<file path="config.mk">
export PLATFORM = sky130hd
export DESIGN_NAME = stop_and_wait_receiver_unit
export DESIGN_NICKNAME = d
export VERILOG_FILES = /design/src/rtl/swr_pkg.sv /design/src/rtl/stop_and_wait_receiver_unit.sv /design/src/rtl/swr_front.sv /design/src/rtl/swr_queue.sv /design/src/rtl/swr_back.sv
export SDC_FILE = /design/constraint.sdc
export NUM_CORES = 1
export LEC_CHECK = 0
export CAP_MARGIN = 20
export CORE_ASPECT_RATIO = 0.6
export CORE_MARGIN = 2
export CORE_UTILIZATION = 60
export CTS_CLUSTER_DIAMETER = 60
export DETAILED_ROUTE_END_ITERATION = 16
export DONT_BUFFER_PORTS = 1
export PLACE_DENSITY = 0.76
export SYNTH_ARGS = -nofsm -noshare
export SYNTH_HDL_FRONTEND = slang
export SYNTH_SLANG_ARGS = --single-unit
export TNS_END_PERCENT = 20
</file>
<file path="constraint.sdc">
create_clock -name clk -period 9.5 [get_ports clk]
set_clock_uncertainty 0.15 [all_clocks]
set_input_delay 0 -clock clk [delete_from_list [all_inputs] [get_ports clk]]
set_output_delay 0 -clock clk [all_outputs]
set_load 0.005 [all_outputs]
</file>
<file path="src/rtl/swr_pkg.sv">
// shared types and constants for the stop-and-wait receiver
package swr_pkg;

  localparam int unsigned POS_W = 11;
  localparam logic [POS_W-1:0] HEADER_BYTES = 11'd12;
  localparam logic [POS_W-1:0] POS_MAX = 11'd2047;
  localparam logic [31:0] MAX_PAYLOAD = 32'd1024;

  // verdict codes
  localparam logic [1:0] VERDICT_GOOD = 2'd0;
  localparam logic [1:0] VERDICT_BAD_CHECKSUM = 2'd1;
  localparam logic [1:0] VERDICT_BAD_SEQUENCE = 2'd2;
  localparam logic [1:0] VERDICT_BAD_LENGTH = 2'd3;

  // header word indexes
  localparam logic [1:0] WORD_SEQUENCE = 2'd0;
  localparam logic [1:0] WORD_LENGTH = 2'd1;
  localparam logic [1:0] WORD_CHECKSUM = 2'd2;

  // one queued command: an optional payload word and an optional verdict word
  typedef struct packed {
    logic has_pay;
    logic has_vrd;
    logic [7:0] data_b;
    logic [1:0] verdict;
    logic ack_seq;
    logic [10:0] plen;
    logic done;
  } cmd_t;

  // front to queue
  typedef struct packed {
    logic push;
    cmd_t cmd;
  } push_t;

  // queue to back
  typedef struct packed {
    logic head_valid;
    cmd_t head;
  } head_t;

endpackage

</file>
<file path="src/rtl/stop_and_wait_receiver_unit.sv">
// Stop-and-wait datagram receiver: one byte per cycle in while the queue is not full, results through a queue.
// The command for an accepted byte is written into the queue as the byte is accepted.
// A byte ending a datagram inside the payload
// gives two result words, which the back end sends one after the other.
// The command queue (QUEUE_DEPTH entries) absorbs output stalls.
// Synchronous active-low reset clears all state, empties the queue, expects sequence 0.
module stop_and_wait_receiver_unit #(
  parameter int unsigned QUEUE_DEPTH = 4
) (
  input  logic clk,
  input  logic rst_n,
  input  logic in_valid,
  output logic in_ready,
  input  logic [7:0] in_rx_byte,
  input  logic in_end_of_datagram,
  output logic out_valid,
  input  logic out_ready,
  output logic out_result_kind,
  output logic [7:0] out_payload_byte,
  output logic [1:0] out_verdict,
  output logic out_ack_sequence,
  output logic [10:0] out_payload_length,
  output logic out_transfer_done,
  output logic out_last_of_run
);

  swr_pkg::push_t push_s;
  swr_pkg::head_t head_s;
  logic full;
  logic pop;

  assign in_ready = !full;

  // byte intake and classification
  swr_front u_front (
    .clk(clk),
    .rst_n(rst_n),
    .in_valid(in_valid),
    .in_ready(in_ready),
    .in_rx_byte(in_rx_byte),
    .in_end_of_datagram(in_end_of_datagram),
    .push_o(push_s)
  );

  // command queue
  swr_queue #(
    .DEPTH(QUEUE_DEPTH)
  ) u_queue (
    .clk(clk),
    .rst_n(rst_n),
    .push_i(push_s),
    .pop(pop),
    .full(full),
    .head_o(head_s)
  );

  // result word sequencing
  swr_back u_back (
    .clk(clk),
    .rst_n(rst_n),
    .head_i(head_s),
    .pop(pop),
    .out_valid(out_valid),
    .out_ready(out_ready),
    .out_result_kind(out_result_kind),
    .out_payload_byte(out_payload_byte),
    .out_verdict(out_verdict),
    .out_ack_sequence(out_ack_sequence),
    .out_payload_length(out_payload_length),
    .out_transfer_done(out_transfer_done),
    .out_last_of_run(out_last_of_run)
  );

endmodule

</file>
<file path="src/rtl/swr_front.sv">
// front end: header capture, running xor, classification of each byte
module swr_front (
  input  logic clk,
  input  logic rst_n,
  input  logic in_valid,
  input  logic in_ready,
  input  logic [7:0] in_rx_byte,
  input  logic in_end_of_datagram,
  output swr_pkg::push_t push_o
);

  logic [swr_pkg::POS_W-1:0] pos_r, pos_nxt;
  logic [31:0] seq_r, seq_nxt;
  logic [31:0] len_r, len_nxt;
  logic [31:0] chk_r, chk_nxt;
  logic [7:0] xor_r, xor_nxt;
  logic exp_r, exp_nxt;
  logic fin_r, fin_nxt;

  logic accept;
  logic hdr;
  logic [1:0] widx;
  logic [31:0] lane;
  logic [swr_pkg::POS_W-1:0] pay_pos;
  logic len_ok;
  logic pay;
  logic len_ok_n;
  logic lok;
  logic [31:0] sx;
  logic [1:0] verdict;
  logic good;
  logic done;

  assign accept = in_valid && in_ready && !fin_r;

  // byte classification against the current header state
  always_comb begin
    hdr = pos_r < swr_pkg::HEADER_BYTES;
    widx = pos_r[3:2];
    lane = {24'd0, in_rx_byte} << {pos_r[1:0], 3'b000};
    pay_pos = pos_r - swr_pkg::HEADER_BYTES;
    len_ok = !len_r[31] && (len_r <= swr_pkg::MAX_PAYLOAD);
    pay = !hdr && len_ok && ({21'd0, pay_pos} < len_r);
  end

  // next header words, xor and position with this byte taken in
  always_comb begin
    seq_nxt = seq_r;
    len_nxt = len_r;
    chk_nxt = chk_r;
    if (hdr) begin
      unique case (widx)
        swr_pkg::WORD_SEQUENCE: seq_nxt = seq_r | lane;
        swr_pkg::WORD_LENGTH:   len_nxt = len_r | lane;
        swr_pkg::WORD_CHECKSUM: chk_nxt = chk_r | lane;
        default: ;
      endcase
    end
    xor_nxt = xor_r;
    if ((hdr && widx != swr_pkg::WORD_CHECKSUM) || pay) begin
      xor_nxt = xor_r ^ in_rx_byte;
    end
    pos_nxt = (pos_r == swr_pkg::POS_MAX) ? pos_r : pos_r + 11'd1;
  end

  // end-of-datagram verdict from the updated state
  always_comb begin
    len_ok_n = !len_nxt[31] && (len_nxt <= swr_pkg::MAX_PAYLOAD);
    lok = (pos_nxt >= swr_pkg::HEADER_BYTES) && len_ok_n &&
          ({21'd0, pos_nxt - swr_pkg::HEADER_BYTES} >= len_nxt);
    sx = {{24{xor_nxt[7]}}, xor_nxt};
    if (!lok) begin
      verdict = swr_pkg::VERDICT_BAD_LENGTH;
    end else if (chk_nxt != sx) begin
      verdict = swr_pkg::VERDICT_BAD_CHECKSUM;
    end else if (seq_nxt != {31'd0, exp_r}) begin
      verdict = swr_pkg::VERDICT_BAD_SEQUENCE;
    end else begin
      verdict = swr_pkg::VERDICT_GOOD;
    end
    good = verdict == swr_pkg::VERDICT_GOOD;
    done = good && (len_nxt == 32'd0);
  end

  // command toward the queue
  always_comb begin
    push_o.push = accept && (pay || in_end_of_datagram);
    push_o.cmd.has_pay = pay;
    push_o.cmd.has_vrd = in_end_of_datagram;
    push_o.cmd.data_b = in_rx_byte;
    push_o.cmd.verdict = verdict;
    push_o.cmd.ack_seq = good ? exp_r : !exp_r;
    push_o.cmd.plen = good ? len_nxt[10:0] : 11'd0;
    push_o.cmd.done = done;
  end

  // state registers
  always_ff @(posedge clk) begin
    if (!rst_n) begin
      pos_r <= '0;
      seq_r <= '0;
      len_r <= '0;
      chk_r <= '0;
      xor_r <= '0;
      exp_r <= 1'b0;
      fin_r <= 1'b0;
    end else if (accept) begin
      if (in_end_of_datagram) begin
        pos_r <= '0;
        seq_r <= '0;
        len_r <= '0;
        chk_r <= '0;
        xor_r <= '0;
        exp_r <= exp_nxt;
        fin_r <= fin_nxt;
      end else begin
        pos_r <= pos_nxt;
        seq_r <= seq_nxt;
        len_r <= len_nxt;
        chk_r <= chk_nxt;
        xor_r <= xor_nxt;
      end
    end
  end

  assign exp_nxt = good ? !exp_r : exp_r;
  assign fin_nxt = done;

  // once finished, the transfer stays finished until reset
  a_fin_sticky: assert property (@(posedge clk) disable iff (!rst_n)
    fin_r |=> fin_r) else $error("finished flag cleared");

  // a transfer-done command is always a good verdict
  a_done_good: assert property (@(posedge clk) disable iff (!rst_n)
    (push_o.push && push_o.cmd.done) |->
      (push_o.cmd.has_vrd && push_o.cmd.verdict == swr_pkg::VERDICT_GOOD))
    else $error("done without good verdict");

endmodule

</file>
<file path="src/rtl/swr_queue.sv">
// short command queue between front and back
module swr_queue #(
  parameter int unsigned DEPTH = 4
) (
  input  logic clk,
  input  logic rst_n,
  input  swr_pkg::push_t push_i,
  input  logic pop,
  output logic full,
  output swr_pkg::head_t head_o
);

  localparam int unsigned AW = (DEPTH > 1) ? $clog2(DEPTH) : 1;
  localparam int unsigned CW = $clog2(DEPTH + 1);
  localparam logic [AW-1:0] LAST_IDX = AW'(DEPTH - 1);

  swr_pkg::cmd_t mem_r [DEPTH];
  logic [AW-1:0] wr_ptr_r, rd_ptr_r;
  logic [CW-1:0] count_r, count_nxt;
  logic do_push, do_pop;

  assign full = count_r == CW'(DEPTH);
  assign do_push = push_i.push && !full;
  assign do_pop = pop && (count_r != '0);

  // head of queue
  assign head_o.head_valid = count_r != '0;
  assign head_o.head = mem_r[rd_ptr_r];

  // occupancy
  always_comb begin
    count_nxt = count_r;
    if (do_push && !do_pop) begin
      count_nxt = count_r + CW'(1);
    end else if (do_pop && !do_push) begin
      count_nxt = count_r - CW'(1);
    end
  end

  // pointers and count
  always_ff @(posedge clk) begin
    if (!rst_n) begin
      wr_ptr_r <= '0;
      rd_ptr_r <= '0;
      count_r <= '0;
    end else begin
      count_r <= count_nxt;
      if (do_push) begin
        wr_ptr_r <= (wr_ptr_r == LAST_IDX) ? '0 : wr_ptr_r + AW'(1);
      end
      if (do_pop) begin
        rd_ptr_r <= (rd_ptr_r == LAST_IDX) ? '0 : rd_ptr_r + AW'(1);
      end
    end
  end

  // storage
  always_ff @(posedge clk) begin
    if (do_push) begin
      mem_r[wr_ptr_r] <= push_i.cmd;
    end
  end

  // the front never offers a command the queue cannot hold
  a_no_overflow: assert property (@(posedge clk) disable iff (!rst_n)
    full |-> !push_i.push) else $error("push into full queue");

endmodule

</file>
<file path="src/rtl/swr_back.sv">
// back end: turns each queued command into one or two result words
module swr_back (
  input  logic clk,
  input  logic rst_n,
  input  swr_pkg::head_t head_i,
  output logic pop,
  output logic out_valid,
  input  logic out_ready,
  output logic out_result_kind,
  output logic [7:0] out_payload_byte,
  output logic [1:0] out_verdict,
  output logic out_ack_sequence,
  output logic [10:0] out_payload_length,
  output logic out_transfer_done,
  output logic out_last_of_run
);

  logic phase_r;
  logic show_pay;
  logic take;

  assign show_pay = head_i.head.has_pay && !phase_r;
  assign out_valid = head_i.head_valid;
  assign take = out_valid && out_ready;
  assign pop = take && !(show_pay && head_i.head.has_vrd);

  // result word fields: payload first, verdict second
  always_comb begin
    out_result_kind = !show_pay;
    out_payload_byte = show_pay ? head_i.head.data_b : 8'd0;
    out_verdict = show_pay ? swr_pkg::VERDICT_GOOD : head_i.head.verdict;
    out_ack_sequence = show_pay ? 1'b0 : head_i.head.ack_seq;
    out_payload_length = show_pay ? 11'd0 : head_i.head.plen;
    out_transfer_done = show_pay ? 1'b0 : head_i.head.done;
    out_last_of_run = show_pay ? !head_i.head.has_vrd : 1'b1;
  end

  // second-word phase of a two-word command
  always_ff @(posedge clk) begin
    if (!rst_n) begin
      phase_r <= 1'b0;
    end else if (take) begin
      phase_r <= show_pay && head_i.head.has_vrd;
    end
  end

  // the verdict phase only exists on a held two-word command
  a_phase_head: assert property (@(posedge clk) disable iff (!rst_n)
    phase_r |-> (head_i.head_valid && head_i.head.has_pay && head_i.head.has_vrd))
    else $error("verdict phase without two-word head");

endmodule

</file>
==> reports/results.md <==
- finished clean — result of the run
- 0 ns — TNS Setup
- flip-flop to flip-flop — start-to-end type of the worst setup path
- flip-flop — element type at the critical path end
- 0 — total of buffers placed on input and output ports
- 0 — total grt overflow
- 1,537 — number of violations reported at the end of detailed-routing iteration 0
- sky130_fd_sc_hd__clkbuf_16 — buffer type at the clock tree root
- 227 — flops & latches, synth
- built — TritonCTS clock tree
- 0.198 — max_slew headroom
- 18 — largest fanout on the critical path
- 0.919 — global placement routability congestion
- 0.00224 W — Design Power
- sky130_fd_sc_hd__edfxtp_1, sky130_fd_sc_hd__dfxtp_1, sky130_fd_sc_hd__mux4_2 — leading post-synthesis cells by cell area
- 0.498 — sequential share of the synthesized area
- 0.0925 — proportion of layout cells with a drive suffix above 1
- 0 — Post-CTS Setup Bufs
- 9,018 — detailed-route via count
- 0 — Setup Viol. Count Final
- 0.000184 V — largest vdd supply drop
- 1,379 — fillers
- 17 — Register-to-Register Path Depth
- 1 — number of H-tree levels
- no — unrepaired setup endpoints after global routing
- sky130_fd_sc_hd__nor2_1 — library cell with the highest instance count after synthesis
- sky130_fd_sc_hd__nor2_1, sky130_fd_sc_hd__dfxtp_1, sky130_fd_sc_hd__edfxtp_1 — most instantiated cells after synthesis
- 11,100 um2 — cell area after synthesis
- 3 — Bufs on Longest Clock Path
- 4.16 nW — cell leakage power
- 24.0 um — WL per Instance
- 0 — post-detailed-route count of antenna-violating nets
- 0 — antenna violations before repair
- flip-flop — type of origin of the critical path
- 47,900 um — global-route wire length before repair
- 186 nW/um2 — power density over the cells
- 12,000 um2 — post-layout instance area
- 0 — Fin. Hold Viols
- 6.79 ns — Critical Path AT
- 0.614 — starting utilization of the core area
- 0.150 GHz — maximum operating frequency
- 109 um — overall die height
- 0.664 — end-of-flow core utilization
- 3 — number of stages on the worst hold path
- 8,047 — via count of the first global-routing pass
- input port to flip-flop — Worst Hold Class
- 0.07 ns — Clock Pin Slew Worst Setup and Hold Paths
- 10.2 um2 — synthesized area per cell
- 21 — total CTS buffers
- 8.15% — area overhead of the layout relative to synthesis
- 14 — number of search-and-repair iterations in the first detailed-routing pass
- 69 — Yosys cell types
- 0 — post-synthesis async set-or-reset flop share
- 1,088 — number of standard cells after synthesis
- 1,103 — net count of the finished layout
- 227 — clock sink count
- 19,000 um — HPWL after detailed placement
- 0.51 ns — source-to-sink clock delay at the later pin of the worst-skew pair
- sky130_fd_sc_hd__dfxtp_1 — main flop type after synthesis
- 180 um — DIE WIDTH
- 1,135 — post-synthesis net count
- 0.270 — proportion of netlist area held by the largest area contributor
- 1.20 ns — Least-Margin Pin Slew
- 18,100 um2 — placeable core region
- 0 — drt drc
- 0 — final max-slew violation count
- 38 — Cell Rows
- 0 — Max Cap Viol
- 9.64 ns — required arrival time at the worst endpoint
- 6.88 — via density per instance
- 98 — maximum number of pins on one net before global-route repair
- 0 — number of warnings issued by yosys
- 40 — count of pins on the block boundary
- 100 — count of flip-flops with a built-in enable after synthesis
- sky130_fd_sc_hd__edfxtp_1 — dominant cell type by area after synthesis
- 6.64 ns — Final min period
- 0.699 — share of the cycle needed by the critical path after routing
- 0.315 — global router's overall resource usage
- 11,200 um2 — Placed Area
- 0 — diodes inserted
- 19,700 um2 — total die area
- 31,400 um — final wirelength
cell usage in the layout (no fill, tap or decap), types with 21 or more instances in the layout:
| master | instances |
|---|---|
| sky130_fd_sc_hd__nor4_1 | 26 |
| sky130_fd_sc_hd__a21oi_1 | 85 |
| sky130_fd_sc_hd__clkbuf_16 | 21 |
| sky130_fd_sc_hd__dfxtp_1 | 126 |
| sky130_fd_sc_hd__a31oi_1 | 77 |
| sky130_fd_sc_hd__ha_1 | 33 |
| sky130_fd_sc_hd__nand2_1 | 35 |
| sky130_fd_sc_hd__and2_1 | 24 |
| sky130_fd_sc_hd__nor2_1 | 142 |
| sky130_fd_sc_hd__inv_1 | 31 |
| sky130_fd_sc_hd__edfxtp_1 | 100 |
| sky130_fd_sc_hd__mux4_2 | 25 |
| sky130_fd_sc_hd__nor2b_1 | 25 |
| sky130_fd_sc_hd__buf_4 | 21 |
registers in the layout (all words and copies together), names as in the netlist, named ones only:
signal / count
u_front.len_r: 32
u_front.pos_r: 11
u_front.seq_r: 32
u_back.phase_r: 1
u_queue.mem_r: 100
u_front.xor_r: 8
u_front.chk_r: 32
u_queue.count_r: 3
u_front.exp_r: 1
u_queue.rd_ptr_r: 2
u_front.fin_r: 1
u_queue.wr_ptr_r: 2
area by class of cell:
type | count | area, um2 | share of cell area
Multi-Input combinational cell | 738 | 5090 | 0.423
Inverter | 32 | 120 | 0.00998
Tap cell | 240 | 300 | 0.0250
Timing Repair Buffer | 36 | 313 | 0.0260
Clock inverter | 15 | 130 | 0.0108
Clock buffer | 22 | 529 | 0.0440
Sequential cell | 227 | 5550 | 0.461
worst max-delay path, stage by stage (launching register included):
cell and delay, ns:
sky130_fd_sc_hd__dfxtp_1 0.60, sky130_fd_sc_hd__ha_1 0.34, sky130_fd_sc_hd__and4_1 0.32, sky130_fd_sc_hd__nand4_1 0.62, sky130_fd_sc_hd__nand3_1 0.34, sky130_fd_sc_hd__xnor2_1 0.14
sky130_fd_sc_hd__ha_1 0.28, sky130_fd_sc_hd__nor3_1 0.38, sky130_fd_sc_hd__nand2_1 0.12, sky130_fd_sc_hd__xor2_1 0.18, sky130_fd_sc_hd__ha_1 0.28, sky130_fd_sc_hd__o21a_1 0.12
sky130_fd_sc_hd__o211ai_1 0.08, sky130_fd_sc_hd__a21oi_1 0.14, sky130_fd_sc_hd__a221oi_1 0.10, sky130_fd_sc_hd__a311oi_1 0.92, sky130_fd_sc_hd__nand4_1 0.83, sky130_fd_sc_hd__nor2_1 0.48
per-layer routing:
layer / global-route usage / up-vias / wire length [um]
met1: 0.492 / 4316 / 14100
met3: 0.0865 / 84 / 4350
met4: 0.0685 / 0 / 608
met2: 0.430 / 608 / 12400
met5: 0 / - / 0
li1: - / 4010 / -
repair_timing:
item | CTS | global route
hold buffers | 14 | 0
endpoints found under the hold margin | 198 | 0
resized for setup | 0 | 0
power by group:
group	leakage, nW	switching (W)	internal (W)	total, W
Clock	0.323	0.000372	0.000460	0.000832
Combinational	1.86	0.000212	0.000127	0.000339
Sequential	1.97	0.0000193	0.00105	0.00107
logic make-up (layout without fill, tap and decap cells):
kind of cell,Yosys count,count (layout),share of synthesized area
adders and majority gates,34,34,0.0389
muxes,32,32,0.0572
xor gates and xnor gates,32,32,0.0252
and+or+nand+nor,374,374,0.181
AOI/OAI and AO/OA,266,266,0.154
DFF,227,227,0.498
buffers and inverters,123,105,0.0449
path summary, 6_finish.rpt:
path                                        start             endpoint  slack [ns]
worst max-delay path             u_front.pos_r[3]  u_queue.mem_r[1][6]        2.86
worst min-delay path                        rst_n     u_front.seq_r[0]        0.03
worst max register to register   u_front.pos_r[3]  u_queue.mem_r[1][6]        2.86
worst min register to register  u_front.seq_r[22]    u_front.seq_r[22]        0.32
metrics by stage:
| step | worst slack (ns) | instances | hold WS, ns |
|---|---|---|---|
| 2_1_floorplan | 4.89 | 1088 | -0.0511 |
| 3_3_place_gp | 3.30 | 1257 | -0.0498 |
| 3_5_place_dp | 3.14 | 1257 | -0.0496 |
| 4_1_cts | 3.12 | 1308 | 0.0180 |
| 5_1_grt | 2.58 | 1310 | 0.0653 |
| 6_report | 2.86 | 1310 | 0.0341 |
Power figures use the tool's default switching activity.
